## config.mk

```make
export PLATFORM = sky130hd
export DESIGN_NAME = svpd_sector
export DESIGN_NICKNAME = d
export VERILOG_FILES = /design/src/sv/svpd_pkg.sv /design/src/sv/svpd_sector.sv
export SDC_FILE = /design/constraint.sdc
export NUM_CORES = 2
export LEC_CHECK = 0
export ABC_AREA = 1
export CORE_UTILIZATION = 35
export DETAILED_ROUTE_END_ITERATION = 8
export DONT_BUFFER_PORTS = 1
export MAX_ROUTING_LAYER = met4
export PLACE_DENSITY = 0.51
export SYNTH_ARGS = -nofsm -noshare
export SYNTH_HDL_FRONTEND = slang
export SYNTH_SLANG_ARGS = --single-unit
```

## constraint.sdc

```tcl
create_clock -name clk -period 4.1 [get_ports clk]
set_input_delay 0.205 -clock clk [delete_from_list [all_inputs] [get_ports clk]]
set_output_delay 0.205 -clock clk [all_outputs]
set_load 0.01 [all_outputs]
```

## src/sv/svpd_pkg.sv

```systemverilog
package svpd_pkg;

    // Fixed-point constants
    localparam int unsigned DIV_STEPS = 17;
    localparam logic [16:0] INV_SQRT3_Q16 = 17'd37837;
    localparam logic [15:0] DUTY_HALF = 16'd16384;
    localparam logic [15:0] DUTY_ONE = 16'd32768;
    localparam logic [15:0] DUTY_MAX = 16'hFFFF;
    localparam logic signed [35:0] ONE_Q30 = 36'sd1073741824;

    // Phase codes
    localparam logic [1:0] PH_U = 2'd0;
    localparam logic [1:0] PH_V = 2'd1;
    localparam logic [1:0] PH_W = 2'd2;

    // Which phase takes the low, middle and top duty
    typedef struct packed {
        logic [1:0] lo;
        logic [1:0] mid;
        logic [1:0] top;
    } roles_t;

    // Active times after sector decode
    typedef struct packed {
        logic                valid;
        logic                en;
        roles_t              roles;
        logic signed [35:0]  t1;
        logic signed [35:0]  t2;
    } times_t;

    // Data that rides along the divider
    typedef struct packed {
        logic        valid;
        roles_t      roles;
        logic        overmod;
        logic        ratio_ok;
        logic [15:0] d_lo;
        logic [15:0] d_mid;
        logic [15:0] d_top;
    } side_t;

    // Round a Q31 time half up to Q15 and saturate
    function automatic logic [15:0] sat_duty(input logic signed [35:0] v);
        logic signed [35:0] r;
        r = (v + 36'sd32768) >>> 16;
        if (v <= 36'sd0) begin
            return 16'd0;
        end
        if (r > 36'sd65535) begin
            return DUTY_MAX;
        end
        return r[15:0];
    endfunction

endpackage

```

## src/sv/svpd_sector.sv

```systemverilog
module svpd_sector
    import svpd_pkg::*;
(
    input  logic                clk,
    input  logic                rst_n,
    input  logic                adv,
    input  logic                in_fire,
    input  logic                enable,
    input  logic signed [15:0]  ref_alpha,
    input  logic signed [15:0]  ref_beta,
    output times_t              times
);

    logic               s1_valid_reg;
    logic               s1_en_reg;
    logic signed [31:0] s1_a_reg;
    logic signed [33:0] s1_b_reg;
    logic [30:0]        s1_ua2_reg;
    logic [30:0]        s1_ub2_reg;
    logic               s1_pa_reg;
    logic               s1_pb_reg;
    logic signed [33:0] b_next;
    logic signed [31:0] ua2_full;
    logic signed [31:0] ub2_full;
    times_t             times_reg;
    times_t             times_next;
    logic [32:0]        ua2_x3;
    logic               big_alpha;
    logic signed [35:0] ax;
    logic signed [35:0] bx;

    // Stage 1: products
    always_comb
    begin
        b_next   = 34'(ref_beta * $signed({1'b0, INV_SQRT3_Q16}));
        ua2_full = ref_alpha * ref_alpha;
        ub2_full = ref_beta * ref_beta;
    end

    always_ff @(posedge clk or negedge rst_n)
    begin
        if (!rst_n) begin
            s1_valid_reg <= 1'b0;
        end else if (adv) begin
            s1_valid_reg <= in_fire;
        end
    end

    always_ff @(posedge clk)
    begin
        if (adv) begin
            s1_en_reg  <= enable;
            s1_a_reg   <= {ref_alpha, 16'd0};
            s1_b_reg   <= b_next;
            s1_ua2_reg <= ua2_full[30:0];
            s1_ub2_reg <= ub2_full[30:0];
            s1_pa_reg  <= ~ref_alpha[15];
            s1_pb_reg  <= ~ref_beta[15];
        end
    end

    // Stage 2: sector and active times
    always_comb
    begin
        ua2_x3    = {1'b0, s1_ua2_reg, 1'b0} + {2'b0, s1_ua2_reg};
        big_alpha = ua2_x3 >= {2'b0, s1_ub2_reg};
        ax        = 36'(s1_a_reg);
        bx        = 36'(s1_b_reg);
        times_next       = '0;
        times_next.valid = s1_valid_reg;
        times_next.en    = s1_en_reg;
        if (big_alpha) begin
            if (s1_pa_reg) begin
                if (s1_pb_reg) begin
                    times_next.roles = '{lo: PH_U, mid: PH_V, top: PH_W};
                    times_next.t1    = ax - bx;
                    times_next.t2    = bx <<< 1;
                end else begin
                    times_next.roles = '{lo: PH_U, mid: PH_W, top: PH_V};
                    times_next.t1    = ax + bx;
                    times_next.t2    = -(bx <<< 1);
                end
            end else begin
                if (s1_pb_reg) begin
                    times_next.roles = '{lo: PH_V, mid: PH_W, top: PH_U};
                    times_next.t1    = bx <<< 1;
                    times_next.t2    = -bx - ax;
                end else begin
                    times_next.roles = '{lo: PH_W, mid: PH_V, top: PH_U};
                    times_next.t1    = -(bx <<< 1);
                    times_next.t2    = bx - ax;
                end
            end
        end else begin
            if (s1_pb_reg) begin
                times_next.roles = '{lo: PH_V, mid: PH_U, top: PH_W};
                times_next.t1    = bx - ax;
                times_next.t2    = ax + bx;
            end else begin
                times_next.roles = '{lo: PH_W, mid: PH_U, top: PH_V};
                times_next.t1    = -ax - bx;
                times_next.t2    = ax - bx;
            end
        end
    end

    always_ff @(posedge clk or negedge rst_n)
    begin
        if (!rst_n) begin
            times_reg <= '0;
        end else if (adv) begin
            times_reg <= times_next;
        end
    end

    assign times = times_reg;

endmodule

```

# == Word level (Yosys, flattened, before mapping) ==
# Index checks and enable logic that the tools add are counted.
# totals
reg_bits,195
elab_cells,35
# classes
n_addsub,9
multipliers,3
order_cmp,1
muxes,5
bitwise_logic,2
# op_table
op,n
$mux W78,4
$mux W76,1
$mul A16 B16 Y31,2
$neg A32 Y36,1
$neg A33 Y36,1
$neg A34 Y36,1
$sub A36 B32 Y36,1
$sub A36 B33 Y36,1
$add A32 B33 Y34,1
$sub A32 B33 Y34,1
$sub A33 B32 Y34,1
$add A32 B31 Y33,1
$ge A33 B31 Y1,1
$mul A16 B17 Y33 const B,1
$not A1 Y1,2

# == Depth between registers and ports, before layout ==
# logic_depth
word_depth,5
mapped_depth,28
ltp_nobuf,27

# == Worst setup path before layout ==
# OpenSTA, ideal clock, no wires.
# synth_path
path_kind,input-to-reg
from,input port ref_alpha[1]
to,register s1_ua2_reg[30] (data pin)
setup_time_ns,0.263
arrival_time_ns,5.669
t_required_ns,3.837
setup_slack_ns,-1.832
cell_stages,21
path_buffers,2
path_cell_list,clkbuf_1 -> clkbuf_1 -> nand2_1 -> inv_1 -> fa_1 -> fa_1 -> inv_1 -> fa_1 -> inv_1 -> fa_1 -> fa_1 -> inv_1 -> fa_1 -> inv_1 -> ha_1 -> nand2_1 -> nor2_1 -> nand4_1 -> o2111ai_1 -> a21oi_1 -> xor2_1
# synth_between
elab_chain_cells,1
# synth_rtl
element,line,rtl
from (decl),svpd_sector.sv:9,"input logic signed [15:0] ref_alpha,"
$mul A16 B16 Y31,svpd_sector.sv:36,ua2_full = ref_alpha * ref_alpha;
named net ua2_full[30],svpd_sector.sv:23,logic signed [31:0] ua2_full;
to (signal assigned),svpd_sector.sv:55,s1_ua2_reg <= ua2_full[30:0];
to (decl),svpd_sector.sv:18,logic [30:0] s1_ua2_reg;
# The timed path passes the listed nets, and every way through them passes these cells.
# A chain may end at the register's enable or synchronous reset.

# == Worst setup path after layout ==
# layout_path
from,input port ref_beta[3]
to,register s1_ub2_reg[29] (data pin)
# layout_between
elab_chain_cells,1
# layout_rtl
element,line,rtl
from (decl),svpd_sector.sv:10,"input logic signed [15:0] ref_beta,"
$mul A16 B16 Y31,svpd_sector.sv:37,ub2_full = ref_beta * ref_beta;
named net ub2_full[29],svpd_sector.sv:24,logic signed [31:0] ub2_full;
to (signal assigned),svpd_sector.sv:56,s1_ub2_reg <= ub2_full[30:0];
to (decl),svpd_sector.sv:19,logic [30:0] s1_ub2_reg;
# The timed path passes the listed nets, and every way through them passes these cells.

==> impl_results.md <==
* Total wire length at 138000 µm
* Relative slew slack at 0.366
* FF-to-FF Start: s1_ua2_reg[7]
* Worst Path Required at 4.36 ns
* CP Class: primary input to flip-flop
* Core Area at 116000 µm²
* Vias in the first global route at 37100
* Clock buffer count from CTS at 17
* Fin. Hold Viols at 0
* F_max at 210 MHz
* CTS tree: done
* Yosys reg bits at 191
* Area Growth Syn to Fin at 23.3%
* Worst hold start: ref_alpha[15]
* Pre-CTS setup slack at -1.28 ns
* Remaining DRCs at 0
* Top-level port count at 117
* Dpl hpwl at 110000 µm
* Avg WL per Cell at 18.6 µm
* Clk_skew at 0.0207 ns
* Reg2Reg Depth at 27
* Post-Syn Nets at 6577
* First-iteration detailed-routing DRC count at 2062
* FF-to-FF End: times[61]
* Share of post-route cells with drive strength above 1 at 0.191
* DRT Pass-1 Iters at 8
* Max FFs per register at 80
* Final Critical Period at 4.76 ns
* H-tree depth at 4
* Outcome: finished with violations
* Post-synthesis cell count at 5494
* Min-delay worst type: primary input to flip-flop
* Row count at 125
* DR vias at 36000
* Die Span Y at 345 µm
* CTS sink count at 191
* Largest net degree at the start of global routing at 105
* RSZ-0062 raised after global routing: yes
* Final ANT Viol Nets at 0
* WHS Endpoint: s1_pa_reg
* Flop2flop setup slack at 0.16 ns
* Insertion delay to the later sink of the worst-skew pair at 0.51 ns
* Final worst-path cycle share at 1.16
* CP Max Fanout at 23
* Fillers at 11900
* Setup violations, final at 57
* Routability cong. at 0.989
* Worst Path Arrival at 5.02 ns
* Setup ws final at -0.659 ns
* Synth Warn # at 0
* Ys flop type: edfxtp_1
* Clock Tree Buf Depth at 2
* Die width at 345 µm
* Cell variety after synth at 50
* Final Core Density at 0.436
* Initial core utilization at 0.354
* First-pass GRT wire length at 212000 µm
* Initial antenna violation count at 0
* Final max-slew violation count at 0
* CP startpoint kind: primary input
* Nets at 7002
* Ys async rst share at 0.424
* Post-synthesis sequential area ratio at 0.130
* Number of synthesized flops with an enable pin at 110
* Average cell area after synthesis at 7.49 µm²
* Maxcap violations at 0
* Worst hold stages at 2
* Total die area at 119000 µm²
* Slew @ Worst Pin at 0.951 ns
* Clk root buf: clkbuf_16
* Reg area at 5330 µm²
* Layout Cell Area excl Fill at 50700 µm²
* GRT overflow at 0
* Port bufs at 0
* Synth Cell Area at 41100 µm²
* Multi-input gate area at 33200 µm²
* Vias per Instance at 4.82
* Worst Setup End Kind: flip-flop
* Post-DP Area at 46900 µm²
* Clk slew on worst S/H paths at 0.09 ns
* All-Layer GR Usage at 0.239
* Failing checks: negative setup slack
worst max-delay path, cell delays in order:
cell and delay, ns:
nand2_8 0.05, inv_4 0.03, fa_2 0.62, inv_2 0.05, fa_2 0.51, buf_6 0.15
buf_6 0.10, fa_1 0.50, fa_1 0.58, fa_1 0.44, fa_1 0.54, inv_2 0.05
ha_4 0.29, nand2_4 0.07, nor4_4 0.30, nand3b_1 0.14, nand3_2 0.11, nand2_2 0.07
o311ai_4 0.07, xor2_1 0.10
kinds of logic after synthesis:
kind of cell,Yosys count,share of synthesized area
AND/OR/NAND/NOR,2081,0.207
adder cells (fa/ha/maj),1046,0.417
XOR/XNOR,193,0.0411
AO/OA/AOI/OAI,543,0.0727
other,1,0.0000911
multiplexers,1,0.000274
flip-flops,191,0.130
buffers and inverters,1438,0.133
routing by layer:
layer / track usage / wire length (µm)
met4: 0.0721 / 4300
met1: 0.311 / 62600
met5: - / 0
met3: 0.0179 / 4980
met2: 0.397 / 66400
metrics by stage:
step	std cells	setup TNS [ns]	hold WS, ns
CTS	7409	-16.57	0.0186
detailed placement	7321	-58.08	-0.0889
global route	7456	-26.82	0.00892
finish	7457	-19.95	0.0289
floorplan	5494	-41.75	-0.0906
global placement	7321	-55.94	-0.0891
how the worst max path moves through the flow:
stage	cells after the start	to	slack, ns	start
after detailed placement	19	s1_ua2_reg[29]	-1.28	ref_alpha[15]
after floorplan	23	s1_ub2_reg[30]	-1.07	ref_beta[15]
after CTS	18	s1_ub2_reg[29]	-0.59	ref_beta[15]
after global routing	23	s1_ua2_reg[26]	-0.81	ref_alpha[1]
after global placement	19	s1_ua2_reg[29]	-1.21	ref_alpha[15]
final	20	s1_ub2_reg[29]	-0.66	ref_beta[3]
layout make-up:
cell class	count	area share
antenna	1	0.0000493
clock buffer	20	0.00923
clock inverter	12	0.00281
inverter	1297	0.0971
multi-input combinational	3865	0.655
sequential	191	0.105
tap	1524	0.0376
timing repair buffer	547	0.0933
synth_stat cells, types with 8 or more instances:
cell	n	area share
a21o_1	20	0.0036
a21oi_1	250	0.030
a31oi_1	15	0.0023
buf_1	19	0.0017
buf_2	20	0.0024
clkbuf_1	96	0.0088
dfrtp_1	81	0.049
edfxtp_1	110	0.080
fa_1	540	0.26
ha_1	506	0.15
inv_1	1292	0.12
nand2_1	1326	0.12
nand3_1	316	0.038
nand3b_1	9	0.0016
nand4_1	47	0.0071
nor2_1	317	0.029
nor3_1	34	0.0041
nor4_1	8	0.0012
o211ai_1	13	0.0024
o21a_1	9	0.0016
o21ai_0	178	0.022
o21bai_1	27	0.0049
or2_2	10	0.0015
xnor2_1	66	0.014
xor2_1	127	0.027
cells in the final DEF, fill, tap and decap left out, drive strengths merged, types with 3 or more instances in the layout:
master and instances:
nor2 320, dlygate4sd3 25, xor2 127, clkinv 8, nor3 35, a21boi 7, buf 515, nand2 1330
o211ai 13, or2 10, o21bai 27, inv 1298, a31oi 15, nand3b 9, dfrtp 81, o21ai 185
nor4 8, clkinvlp 3, xnor2 66, a22oi 3, edfxtp 110, clkbuf 27, fa 540, nand3 319
a21o 20, a21oi 251, o21a 9, a31o 5, ha 506, nand4 47
timing repair:
action | CTS | global route
resized for setup | 262 | 294
endpoints found under the hold margin | 209 | 0
setup buffers | 37 | 52
cloned | 0 | 9
pin swaps | 172 | 189
endpoints found under the setup margin | 57 | 139
hold buffers | 29 | 0
Power is left out: the tool's default activity adds up to more than one toggle a clock period on the data nets, which glitch-free logic cannot reach.
