File: src/sv/svpd_pkg.sv
package svpd_pkg;

    // Fixed-point constants
    localparam int unsigned DIV_STEPS = 17;
    localparam logic [16:0] INV_SQRT3_Q16 = 17'd37837;
    localparam logic [15:0] DUTY_HALF = 16'd16384;
    localparam logic [15:0] DUTY_ONE = 16'd32768;
    localparam logic [15:0] DUTY_MAX = 16'hFFFF;
    localparam logic signed [35:0] ONE_Q30 = 36'sd1073741824;

    // Phase codes
    localparam logic [1:0] PH_U = 2'd0;
    localparam logic [1:0] PH_V = 2'd1;
    localparam logic [1:0] PH_W = 2'd2;

    // Which phase takes the low, middle and top duty
    typedef struct packed {
        logic [1:0] lo;
        logic [1:0] mid;
        logic [1:0] top;
    } roles_t;

    // Active times after sector decode
    typedef struct packed {
        logic                valid;
        logic                en;
        roles_t              roles;
        logic signed [35:0]  t1;
        logic signed [35:0]  t2;
    } times_t;

    // Data that rides along the divider
    typedef struct packed {
        logic        valid;
        roles_t      roles;
        logic        overmod;
        logic        ratio_ok;
        logic [15:0] d_lo;
        logic [15:0] d_mid;
        logic [15:0] d_top;
    } side_t;

    // Round a Q31 time half up to Q15 and saturate
    function automatic logic [15:0] sat_duty(input logic signed [35:0] v);
        logic signed [35:0] r;
        r = (v + 36'sd32768) >>> 16;
        if (v <= 36'sd0) begin
            return 16'd0;
        end
        if (r > 36'sd65535) begin
            return DUTY_MAX;
        end
        return r[15:0];
    endfunction

endpackage

File: src/sv/svpd_div_step.sv
module svpd_div_step
    import svpd_pkg::*;
(
    input  logic        clk,
    input  logic        rst_n,
    input  logic        adv,
    input  logic [51:0] rem_in,
    input  logic [51:0] den_in,
    input  logic [16:0] quo_in,
    input  side_t       side_in,
    output logic [51:0] rem_out,
    output logic [51:0] den_out,
    output logic [16:0] quo_out,
    output side_t       side_out
);

    logic [51:0] rem_reg;
    logic [51:0] den_reg;
    logic [16:0] quo_reg;
    side_t       side_reg;
    logic        fits;

    // One restoring step: subtract when the shifted divisor fits
    assign fits = rem_in >= den_in;

    always_ff @(posedge clk or negedge rst_n)
    begin
        if (!rst_n) begin
            side_reg <= '0;
        end else if (adv) begin
            side_reg <= side_in;
        end
    end

    always_ff @(posedge clk)
    begin
        if (adv) begin
            rem_reg <= fits ? (rem_in - den_in) : rem_in;
            den_reg <= den_in >> 1;
            quo_reg <= {quo_in[15:0], fits};
        end
    end

    assign rem_out  = rem_reg;
    assign den_out  = den_reg;
    assign quo_out  = quo_reg;
    assign side_out = side_reg;

endmodule

File: config.mk
export PLATFORM = sky130hd
export DESIGN_NAME = svpd_div_step
export DESIGN_NICKNAME = d
export VERILOG_FILES = /design/src/sv/svpd_pkg.sv /design/src/sv/svpd_div_step.sv
export SDC_FILE = /design/constraint.sdc
export NUM_CORES = 1
export LEC_CHECK = 0
export ABC_AREA = 1
export BUFFER_PORTS_ARGS = -buffer_cell sky130_fd_sc_hd__buf_2
export CELL_PAD_IN_SITES_DETAIL_PLACEMENT = 1
export CELL_PAD_IN_SITES_GLOBAL_PLACEMENT = 1
export CORE_ASPECT_RATIO = 0.7
export CORE_MARGIN = 2
export CORE_UTILIZATION = 37
export CTS_CLUSTER_DIAMETER = 80
export DETAILED_ROUTE_END_ITERATION = 7
export GPL_TIMING_DRIVEN = 1
export PLACE_DENSITY = 0.91
export SETUP_SLACK_MARGIN = 0.2
export SLEW_MARGIN = 20
export SYNTH_ARGS = -nofsm -noshare
export SYNTH_HDL_FRONTEND = slang
export SYNTH_SLANG_ARGS = --single-unit
File: constraint.sdc
create_clock -name clk -period 0.8 [get_ports clk]
set_clock_uncertainty 0.05 [all_clocks]
set_input_delay 0.12 -clock clk [delete_from_list [all_inputs] [get_ports clk]]
set_output_delay 0.12 -clock clk [all_outputs]
set_load 0.05 [all_outputs]
==> insert_results.sql, run 1 <==
INSERT INTO impl_metrics (metric_group, metric, value, unit) VALUES
('outcome', 'status', 'did not finish', ''),
('outcome', 'failed_stage', 'global routing (5_1_grt)', ''),
('outcome', 'error_message', '[ERROR GRT-0232] Routing congestion too high. Check the congestion heatmap in the GUI.', ''),
('place', 'hpwlAfterDp', '41300', 'um'),
('place', 'place.port_buffers', '356', ''),
('floorplan', 'io_pins', '359', ''),
('timing', 'timing.grt.repair.worst_endpoint', 'rem_out[16]$_DFFE_PP_/D', ''),
('clocking', 'ctsLongestPathBuffers', '2', ''),
('synthesis', 'ys_ff_latch', '177', ''),
('global_route', 'grt_usage', '74.7', '%'),
('floorplan', 'chipHeight', '151', 'um'),
('clocking', 'cts_made_buffers', '17', ''),
('synthesis', 'synthesis.instances', '1438', ''),
('floorplan', 'num_rows', '53', ''),
('synthesis', 'synth.top_cell.area_share', '31.7', '%'),
('floorplan', 'initial_cell_density_of_the_core', '37.8', '%'),
('synthesis', 'yosysUniqueCellTypes', '40', ''),
('synthesis', 'part_of_the_yosys_area_used_for_sequential_elements', '44.2', '%'),
('global_route', 'globalRouteOverflowTotal', '34', ''),
('synthesis', 'synthesis.yosys.warnings', '0', ''),
('synthesis', 'synth-edff-count', '120', ''),
('clocking', 'cts_num_sinks', '177', ''),
('synthesis', 'mappedNetlistArea', '11400', 'um2'),
('synthesis', 'synth.area.top_cells', 'edfxtp_1 32%, nand2_1 16%, dfrtp_1 13%', ''),
('place', 'gpl.final_weighted_congestion', '0.902', ''),
('synthesis', 'post_synth.cell_area_avg', '7.91', 'um2'),
('synthesis', 'synth_top_cell_by_area', 'edfxtp_1', ''),
('clocking', 'htree_levels', '4', ''),
('place', 'place_worst_setup_slack', '-1610', 'ps'),
('global_route', 'grt_max_degree', '58', ''),
('floorplan', 'die_width', '214', 'um'),
('global_route', 'grt_antenna_before_repair', '10', ''),
('synthesis', 'synth_flop_cell', 'edfxtp_1', ''),
('clocking', 'root_buffer', 'clkbuf_16', ''),
('place', 'place.detailed.instances', '2385', ''),
('timing', 'timing.repair.worst_endpoint_type', 'sequential cell input', ''),
('synthesis', 'synthArstFlopShare', '32.2', '%'),
('synthesis', 'synth_fp_nets', '1672', '');
[kinds of logic after synthesis]
| family | after synthesis | synth area share, % |
|---|---|---|
| simple gates | 709 | 26.5 |
| compound gates | 70 | 3.70 |
| fa+ha+maj | 53 | 5.90 |
| xor+xnor | 28 | 2.16 |
| other cells | 1 | 0.0330 |
| buf+inv | 343 | 11.8 |
| flops | 177 | 44.2 |
| mux | 57 | 5.65 |
[cell usage after synthesis (18+ instances only)]
| library cell | number |
|---|---|
| mux2_2 | 57 |
| nand3_1 | 56 |
| o21ai_1 | 18 |
| ha_1 | 52 |
| dfrtp_1 | 57 |
| xor2_1 | 27 |
| edfxtp_1 | 120 |
| inv_1 | 306 |
| nand4_1 | 33 |
| nand2_1 | 499 |
| a21oi_1 | 28 |
| nor2_1 | 76 |
[per-stage QoR]
stage               util [%]  area (um2)  TNS, ps
floorplan                  -       12400   -63050
global placement        55.2       16600  -111730
detailed placement      55.2       16600  -119400
CTS                     65.1       19600  -130810
[what timing repair did]
| action | 4_1_cts |
|---|---|
| setup endpoints to repair | 287 |
| endpoints found under the hold margin | 202 |
| buffers inserted | 39 |
| hold buffers | 54 |
| cloned | 5 |
| pin swaps | 10 |
| resized for setup | 418 |
[layer usage]
layer | track usage (%) | GRT overflow
met1 | 74.4 | 0
met3 | 58.3 | 0
met5 | 24.3 | 0
met4 | 77.8 | 17
met2 | 91.6 | 17
==> run 2: changes to the inputs <==
==> config.mk (replaced) <==
export PLATFORM = sky130hd
export DESIGN_NAME = svpd_div_step
export DESIGN_NICKNAME = d
export VERILOG_FILES = /design/src/sv/svpd_pkg.sv /design/src/sv/svpd_div_step.sv
export SDC_FILE = /design/constraint.sdc
export NUM_CORES = 1
export LEC_CHECK = 0
export ABC_AREA = 1
export BUFFER_PORTS_ARGS = -buffer_cell sky130_fd_sc_hd__buf_2
export CORE_MARGIN = 2
export CORE_UTILIZATION = 35
export DETAILED_ROUTE_END_ITERATION = 7
export GPL_TIMING_DRIVEN = 1
export PLACE_DENSITY_LB_ADDON = 0.15
export SLEW_MARGIN = 20
export SYNTH_ARGS = -nofsm -noshare
export SYNTH_HDL_FRONTEND = slang
export SYNTH_SLANG_ARGS = --single-unit
==> run 2 against run 1 <==
The flow now finishes, with violations (negative setup slack). Synthesized area did not move. Synthesized cell count is the same.
==> insert_results.sql, run 2 <==
INSERT INTO impl_metrics (metric_group, metric, value, unit) VALUES
('synthesis', 'synth-edff-count', '120', ''),
('setup_path', 'worst-path-buf-inv', '5', ''),
('power', 'total_power', '36.4', 'mW'),
('floorplan', 'num_rows', '65', ''),
('finish', 'finish.net_count', '2456', ''),
('clocking', 'htree_levels', '4', ''),
('global_route', 'groute.layer.met1.usage', '33.3', '%'),
('synthesis', 'synthesis.yosys.warnings', '0', ''),
('job', 'drv_cap', '0', ''),
('power', 'p_leak', '10.7', 'nW'),
('finish', 'drive_above_1_share', '52.5', '%'),
('synthesis', 'synthesis.instances', '1438', ''),
('drt', 'first_pass_iters', '6', ''),
('clocking', 'clock_pin_slew_of_the_registers_on_the_worst_case_setup_and_hold_paths', '70', 'ps'),
('synthesis', 'synth_flop_cell', 'edfxtp_1', ''),
('worst_hold_path', 'worst_hold_path_type', 'input port to flip-flop', ''),
('place', 'placement.cell_area', '16700', 'um2'),
('timing', 'portion_of_the_clock_cycle_consumed_by_the_worst_path_in_the_final_layout', '211', '%'),
('global_route', 'groute.layer.met3.usage', '5.14', '%'),
('power', 'vdd.ir_drop.worst', '0.00152', 'V'),
('finish', 'antenna_cells_inserted', '0', ''),
('timing', 'maxSlewViolCount', '0', ''),
('synthesis', 'synth.area.top_cells', 'edfxtp_1 32%, nand2_1 16%, dfrtp_1 13%', ''),
('timing', 'finalHoldViolCount', '0', ''),
('global_route', 'grt.met2_usage', '47.9', '%'),
('global_route', 'grt_usage', '27.0', '%'),
('drt', 'vias_per_cell', '4.53', ''),
('setup_path', 'critical_path_class', 'input port to flip-flop', ''),
('floorplan', 'chipHeight', '184', 'um'),
('setup_path', 'worst-endpoint-required', '970', 'ps'),
('global_route', 'global_route.peak_usage_layer', 'met2', ''),
('synthesis', 'ys_ff_latch', '177', ''),
('synthesis', 'synth_top_cell_by_area', 'edfxtp_1', ''),
('setup_path', 'crit_path_cell_trace', 'buf_8 -> inv_4 -> ha_4 -> nand2_4 -> nor2_4 -> inv_2 -> nor3_4 -> nand2_2 -> nor2_4 -> nand2_4 -> nand3_4 -> buf_12 -> buf_16 -> o21ai_1', ''),
('synthesis', 'mappedNetlistArea', '11400', 'um2'),
('outcome', 'status', 'finished, violations left', ''),
('finish', 'layout.cells.most_common_list', '351 x nand2_1, 244 x inv_1, 216 x buf_4', ''),
('global_route', 'globalRouteOverflowTotal', '0', ''),
('drt', 'totalWireLength', '47100', 'um'),
('clocking', 'clkLatencyLatePin', '450', 'ps'),
('finish', 'area_of_the_multi_input_gates', '6840', 'um2'),
('synthesis', 'synth_common_cells', '499 x nand2_1, 306 x inv_1, 120 x edfxtp_1', ''),
('clocking', 'cts_num_sinks', '177', ''),
('finish', 'largest_reg_flops', '57', ''),
('setup_path', 'timing.critical_path.to_type', 'flip-flop', ''),
('setup_path', 'worstSetupStartpointType', 'input port', ''),
('global_route', 'grt_pass1_vias', '12500', ''),
('global_route', 'grt_pass1_wl', '69100', 'um'),
('floorplan', 'die_width', '184', 'um'),
('global_route', 'grt_antenna_before_repair', '1', ''),
('drt', 'ant_nets', '0', ''),
('finish', 'most_common_library_cell_in_the_layout_ignoring_fill_and_taps', 'nand2_1', ''),
('timing', 'worst_slack', '-890', 'ps'),
('place', 'gpl.final_weighted_congestion', '0.903', ''),
('power', 'pwr_density_cell', '1660', 'nW/um2'),
('floorplan', 'core_area', '31800', 'um2'),
('timing', 'fmaxAchievable', '592', 'MHz'),
('clocking', 'ctsLongestPathBuffers', '2', ''),
('drt', 'drc_errors', '0', ''),
('finish', 'fillerInstances', '2476', ''),
('outcome', 'violations', 'negative setup slack', ''),
('setup_path', 'worst_path_largest_cell_delay', '300', 'ps'),
('synthesis', 'synth_fp_nets', '1672', ''),
('timing', 'finalWorstPathRequiredPeriod', '1690', 'ps'),
('synthesis', 'synthArstFlopShare', '32.2', '%'),
('timing', 'setup-violations-final', '287', ''),
('synthesis', 'synth.top_cell.area_share', '31.7', '%'),
('global_route', 'grt_max_degree', '58', ''),
('floorplan', 'io_pins', '359', ''),
('setup_path', 'cp.arrival', '1860', 'ps'),
('synthesis', 'synth_most_common_cell', 'nand2_1', ''),
('finish', 'stdcell_area', '21900', 'um2'),
('setup_path', 'crit_path_max_fanout', '10', ''),
('place', 'place.port_buffers', '356', ''),
('floorplan', 'die_area', '33900', 'um2'),
('floorplan', 'initial_cell_density_of_the_core', '35.8', '%'),
('drt', 'vias', '12100', ''),
('clocking', 'cts_made_buffers', '17', ''),
('timing', 'grt_setup_unrepaired', 'yes', ''),
('finish', 'area_growth_syn_to_layout', '92.4', '%'),
('setup_path', 'worst_path_max_delay_cell', 'nor3_4', ''),
('synthesis', 'post_synth.cell_area_avg', '7.91', 'um2'),
('synthesis', 'yosysUniqueCellTypes', '40', ''),
('drt', 'dr.first_iter.drc_count', '540', ''),
('setup_path', 'timing.critical_path.max_delay_family', 'simple AND/OR/NAND/NOR gates', ''),
('place', 'place_worst_setup_slack', '-1510', 'ps'),
('clocking', 'cts_tree', 'yes', ''),
('place', 'hpwlAfterDp', '33500', 'um'),
('drt', 'avgRoutedWirePerCell', '17.7', 'um'),
('synthesis', 'part_of_the_yosys_area_used_for_sequential_elements', '44.2', '%'),
('finish', 'sequential_cell_area', '5100', 'um2'),
('clocking', 'root_buffer', 'clkbuf_16', '');
-- run 2: layout make-up --
class / count / area share [%]
Timing Repair Buffer: 786 / 34.5
Multi-Input combinational cell: 918 / 31.3
Sequential cell: 177 / 23.3
Inverter: 322 / 5.85
Tap cell: 435 / 2.49
Clock buffer: 24 / 2.25
Clock inverter: 8 / 0.309
-- run 2: kinds of logic (layout without fill, tap and decap cells) --
logic type,after synthesis,in the layout,synth area share (%)
adder cells (fa/ha/maj),53,53,5.90
AND/OR/NAND/NOR,709,709,26.5
flip-flops,177,177,44.2
XOR/XNOR,28,28,2.16
AO/OA/AOI/OAI,70,70,3.70
other,1,1,0.0330
multiplexers,57,57,5.65
buffers and inverters,343,1140,11.8
-- run 2: what timing repair did --
action | CTS | global route
endpoints found under the hold margin | 223 | 1
setup buffers | 37 | 21
gates resized for setup | 560 | 163
setup endpoints to repair | 287 | 287
hold buffers | 166 | 1
pin swaps | 73 | 42
gates cloned | 4 | 2
-- run 2: per-layer routing --
layer / vias to the layer above / part of all wire, % / wire length (um)
met4: 2 / 2.3 / 1110
met5: - / 0.036 / 17
met2: 334 / 50 / 23400
li1: 6062 / - / -
met1: 5654 / 43 / 20200
met3: 53 / 5.3 / 2480
-- run 2: path summary, 6_finish.rpt --
kind | endpoint | start | cells after the start | slack (ps)
worst min-delay path | rem_out[26] | rem_in[26] | 3 | 3
min in group asynchronous | side_out[12] | rst_n | 3 | 150
worst max register to register | side_out[28] | side_out[28] | 2 | -220
worst min register to register | side_out[53] | side_out[53] | 1 | 480
max in group asynchronous | side_out[34] | rst_n | 3 | 250
worst max-delay path | rem_out[11] | den_in[29] | 14 | -890
-- run 2: stage by stage --
| step | std cells | hold slack (ps) | setup TNS, ps | utilization (%) |
|---|---|---|---|---|
| floorplan | 1438 | -226 | -63050 | - |
| global placement | 2409 | 94.9 | -112610 | 52.5 |
| detailed placement | 2409 | 97.7 | -114650 | 52.5 |
| CTS | 2648 | -226 | -118370 | 66.6 |
| global route | 2670 | 7.86 | -129160 | 68.8 |
| finish | 2670 | 3.20 | -119320 | 68.8 |
-- run 2: report_power, final --
group	internal [mW]	switching (mW)	total (mW)
Clock	4.40	3.95	8.35
Sequential	11.0	0.702	11.7
Combinational	7.33	8.98	16.3
Total	22.7	13.6	36.4
-- run 2: worst reg2reg max path, stage by stage (launching register included) --
cell and delay (ps):
dfrtp_2 450, buf_6 130, mux2_4 270
Power figures use the tool's default switching activity.
==> run 3: changes to the inputs <==
--- a/config.mk
+++ b/config.mk
@@ -11,6 +11,7 @@
 export CORE_UTILIZATION = 35
 export DETAILED_ROUTE_END_ITERATION = 7
 export GPL_TIMING_DRIVEN = 1
+export MAX_ROUTING_LAYER = met4
 export PLACE_DENSITY_LB_ADDON = 0.15
 export SLEW_MARGIN = 20
 export SYNTH_ARGS = -nofsm -noshare
==> run 3 against run 2 <==
Critical path depth is the same. Combinational power is essentially flat. Total power grew 1.1%. The run still ends with negative setup slack left. Routed wire length grew 0.38%. First-iteration DRC count grew 4.3%. Count of clock-buffer cells in the layout is the same. Largest cell class unchanged. Worst setup slack lost 140 ps. Sequential cell count is the same. Via count grew 0.96%. Sequential power is essentially flat. Worst hold slack gained 30 ps. Sequential share of layout area shrank 0.11 points.
==> insert_results.sql, run 3 (same netlist as run 2, synthesis figures left out) <==
INSERT INTO impl_metrics (metric_group, metric, value, unit) VALUES
('place', 'hpwlAfterDp', '33400', 'um'),
('floorplan', 'chipHeight', '184', 'um'),
('timing', 'fmaxAchievable', '547', 'MHz'),
('floorplan', 'initial_cell_density_of_the_core', '35.8', '%'),
('setup_path', 'timing.reg2reg.setup_slack', '-190', 'ps'),
('drt', 'first_pass_iters', '5', ''),
('clocking', 'clkLatencyLatePin', '450', 'ps'),
('floorplan', 'die_width', '184', 'um'),
('clocking', 'cts_made_buffers', '17', ''),
('global_route', 'grt_usage', '28.5', '%'),
('outcome', 'status', 'finished, violations left', ''),
('place', 'place.port_buffers', '356', ''),
('worst_hold_path', 'worst_hold_path_type', 'input port to flip-flop', ''),
('clocking', 'ctsLongestPathBuffers', '2', ''),
('setup_path', 'crit_path_max_fanout', '5', ''),
('setup_path', 'worst-endpoint-required', '960', 'ps'),
('finish', 'drive_above_1_share', '50.9', '%'),
('setup_path', 'worstSetupStartpointType', 'input port', ''),
('power', 'power.switching', '13.6', 'mW'),
('power', 'pwr_density_cell', '1670', 'nW/um2'),
('drt', 'avgRoutedWirePerCell', '17.5', 'um'),
('setup_path', 'r2r_start', 'side_out[12]', ''),
('global_route', 'grt_pass1_wl', '70400', 'um'),
('clocking', 'cts_num_sinks', '177', ''),
('timing', 'grt_setup_unrepaired', 'yes', ''),
('global_route', 'groute.layer.met3.usage', '4.80', '%'),
('global_route', 'groute.layer.met1.usage', '34.6', '%'),
('place', 'placement.cell_area', '16700', 'um2'),
('global_route', 'grt_max_degree', '58', ''),
('finish', 'stdcell_area', '22000', 'um2'),
('floorplan', 'core_area', '31800', 'um2'),
('finish', 'fillerInstances', '2451', ''),
('drt', 'totalWireLength', '47300', 'um'),
('job', 'drv_cap', '0', ''),
('power', 'combinationalPowerShare', '45.0', '%'),
('setup_path', 'worst_case_reg_to_reg_path_depth', '2', ''),
('finish', 'area_growth_syn_to_layout', '93.3', '%'),
('finish', 'finish.net_count', '2486', ''),
('clocking', 'cts_tree', 'yes', ''),
('global_route', 'grt_pass1_vias', '12800', ''),
('drt', 'ant_nets', '0', ''),
('clocking', 'clock_pin_slew_of_the_registers_on_the_worst_case_setup_and_hold_paths', '70', 'ps'),
('drt', 'drc_errors', '0', ''),
('global_route', 'grt_antenna_before_repair', '1', ''),
('finish', 'layout.cells.most_common_list', '365 x nand2_1, 268 x inv_1, 244 x buf_4', ''),
('finish', 'largest_reg_flops', '57', ''),
('setup_path', 'timing.critical_path.to_type', 'flip-flop', ''),
('worst_hold_path', 'worstHoldStart', 'rem_in[49]', ''),
('timing', 'worst_slack', '-1030', 'ps'),
('global_route', 'grt.met2_usage', '48.3', '%'),
('global_route', 'globalRouteOverflowTotal', '0', ''),
('floorplan', 'num_rows', '65', ''),
('global_route', 'global_route.peak_usage_layer', 'met2', ''),
('timing', 'maxSlewViolCount', '0', ''),
('power', 'vdd.ir_drop.worst', '0.00144', 'V'),
('clocking', 'root_buffer', 'clkbuf_16', ''),
('timing', 'portion_of_the_clock_cycle_consumed_by_the_worst_path_in_the_final_layout', '229', '%'),
('finish', 'most_common_library_cell_in_the_layout_ignoring_fill_and_taps', 'nand2_1', ''),
('clocking', 'htree_levels', '4', ''),
('power', 'switching_share', '37.0', '%'),
('finish', 'area_of_the_multi_input_gates', '6670', 'um2'),
('power', 'total_power', '36.8', 'mW'),
('power', 'pwr-share-seq', '31.8', '%'),
('floorplan', 'io_pins', '359', ''),
('setup_path', 'cp.arrival', '1990', 'ps'),
('power', 'p_leak', '10.8', 'nW'),
('floorplan', 'die_area', '33900', 'um2'),
('outcome', 'violations', 'negative setup slack', ''),
('drt', 'vias', '12200', ''),
('setup_path', 'critical_path_class', 'input port to flip-flop', ''),
('power', 'intPower', '23.2', 'mW'),
('finish', 'sequential_cell_area', '5100', 'um2'),
('drt', 'dr.first_iter.drc_count', '563', ''),
('timing', 'finalHoldViolCount', '0', ''),
('worst_hold_path', 'worst_min_delay_path_endpoint', 'rem_out[49]', ''),
('timing', 'finalWorstPathRequiredPeriod', '1830', 'ps'),
('worst_hold_path', 'timing.hold.worst_path_depth', '3', ''),
('timing', 'setup-violations-final', '287', ''),
('power', 'power.share.clock', '23.2', '%'),
('drt', 'vias_per_cell', '4.52', ''),
('setup_path', 'timing.rr.end', 'side_out[12]', ''),
('place', 'gpl.final_weighted_congestion', '0.937', '');
-- run 3: cell type report --
type / count / share of cell area, %
clock buffer: 24 / 2.39
clock inverter: 8 / 0.279
inverter: 322 / 5.75
antenna: 1 / 0.0114
sequential: 177 / 23.2
timing repair buffer: 816 / 35.5
multi-input combinational: 918 / 30.4
tap: 435 / 2.48
-- run 3: worst max path at each step --
stage | startpoint | end | slack [ps] | depth (start not counted)
3_5_place_dp | den_in[28] | rem_out[24] | -1630 | 13
2_1_floorplan | den_in[13] | rem_out[13] | -1070 | 10
6_report | rem_in[34] | rem_out[14] | -1030 | 14
4_1_cts | den_in[34] | rem_out[25] | -1000 | 14
3_3_place_gp | den_in[31] | rem_out[23] | -1610 | 13
5_1_grt | den_in[45] | rem_out[23] | -1080 | 16
-- run 3: power by group through the flow --
stage | Combinational (mW) | Clock [mW] | Sequential [mW]
2_1_floorplan | 4.20 | 0 | 14.9
3_3_place_gp | 12.7 | 0 | 11.7
3_5_place_dp | 12.7 | 0 | 11.7
4_1_cts | 15.9 | 8.74 | 11.7
5_1_grt | 17.5 | 9.04 | 11.8
6_report | 16.6 | 8.55 | 11.7
-- run 3: repair_timing --
action	CTS	global route
hold endpoints to repair	223	0
cloned	13	1
pin swaps	50	37
buffers inserted	57	22
resized for setup	497	140
endpoints found under the setup margin	287	287
hold buffers	167	0
-- run 3: per-layer routing --
layer | up-vias | routed length (um)
met5 | - | 0
met4 | 0 | 1270
met3 | 58 | 2600
met2 | 337 | 23100
met1 | 5709 | 20400
li1 | 6117 | -
-- run 3: metrics by stage --
step | utilization (%) | TNS [ps] | hold slack (ps) | setup WS (ps) | instances
6_report | 69.1 | -122580 | 33.0 | -1030 | 2701
3_3_place_gp | 52.7 | -122160 | 94.5 | -1610 | 2418
3_5_place_dp | 52.7 | -123960 | 95.4 | -1630 | 2418
5_1_grt | 69.1 | -131780 | 39.1 | -1080 | 2701
4_1_cts | 67.6 | -124120 | 14.8 | -996 | 2686
2_1_floorplan | - | -63050 | -226 | -1070 | 1438
-- run 3: critical path: stages --
cell and delay [ps]:
buf_6 100, ha_4 280, nand2_4 80, buf_12 130
nor3_4 320, buf_6 150, nand2_4 50, nand2_4 80
a21oi_4 70, nand3_4 130, buf_12 130, buf_12 120
clkbuf_16 150, o21ai_2 50
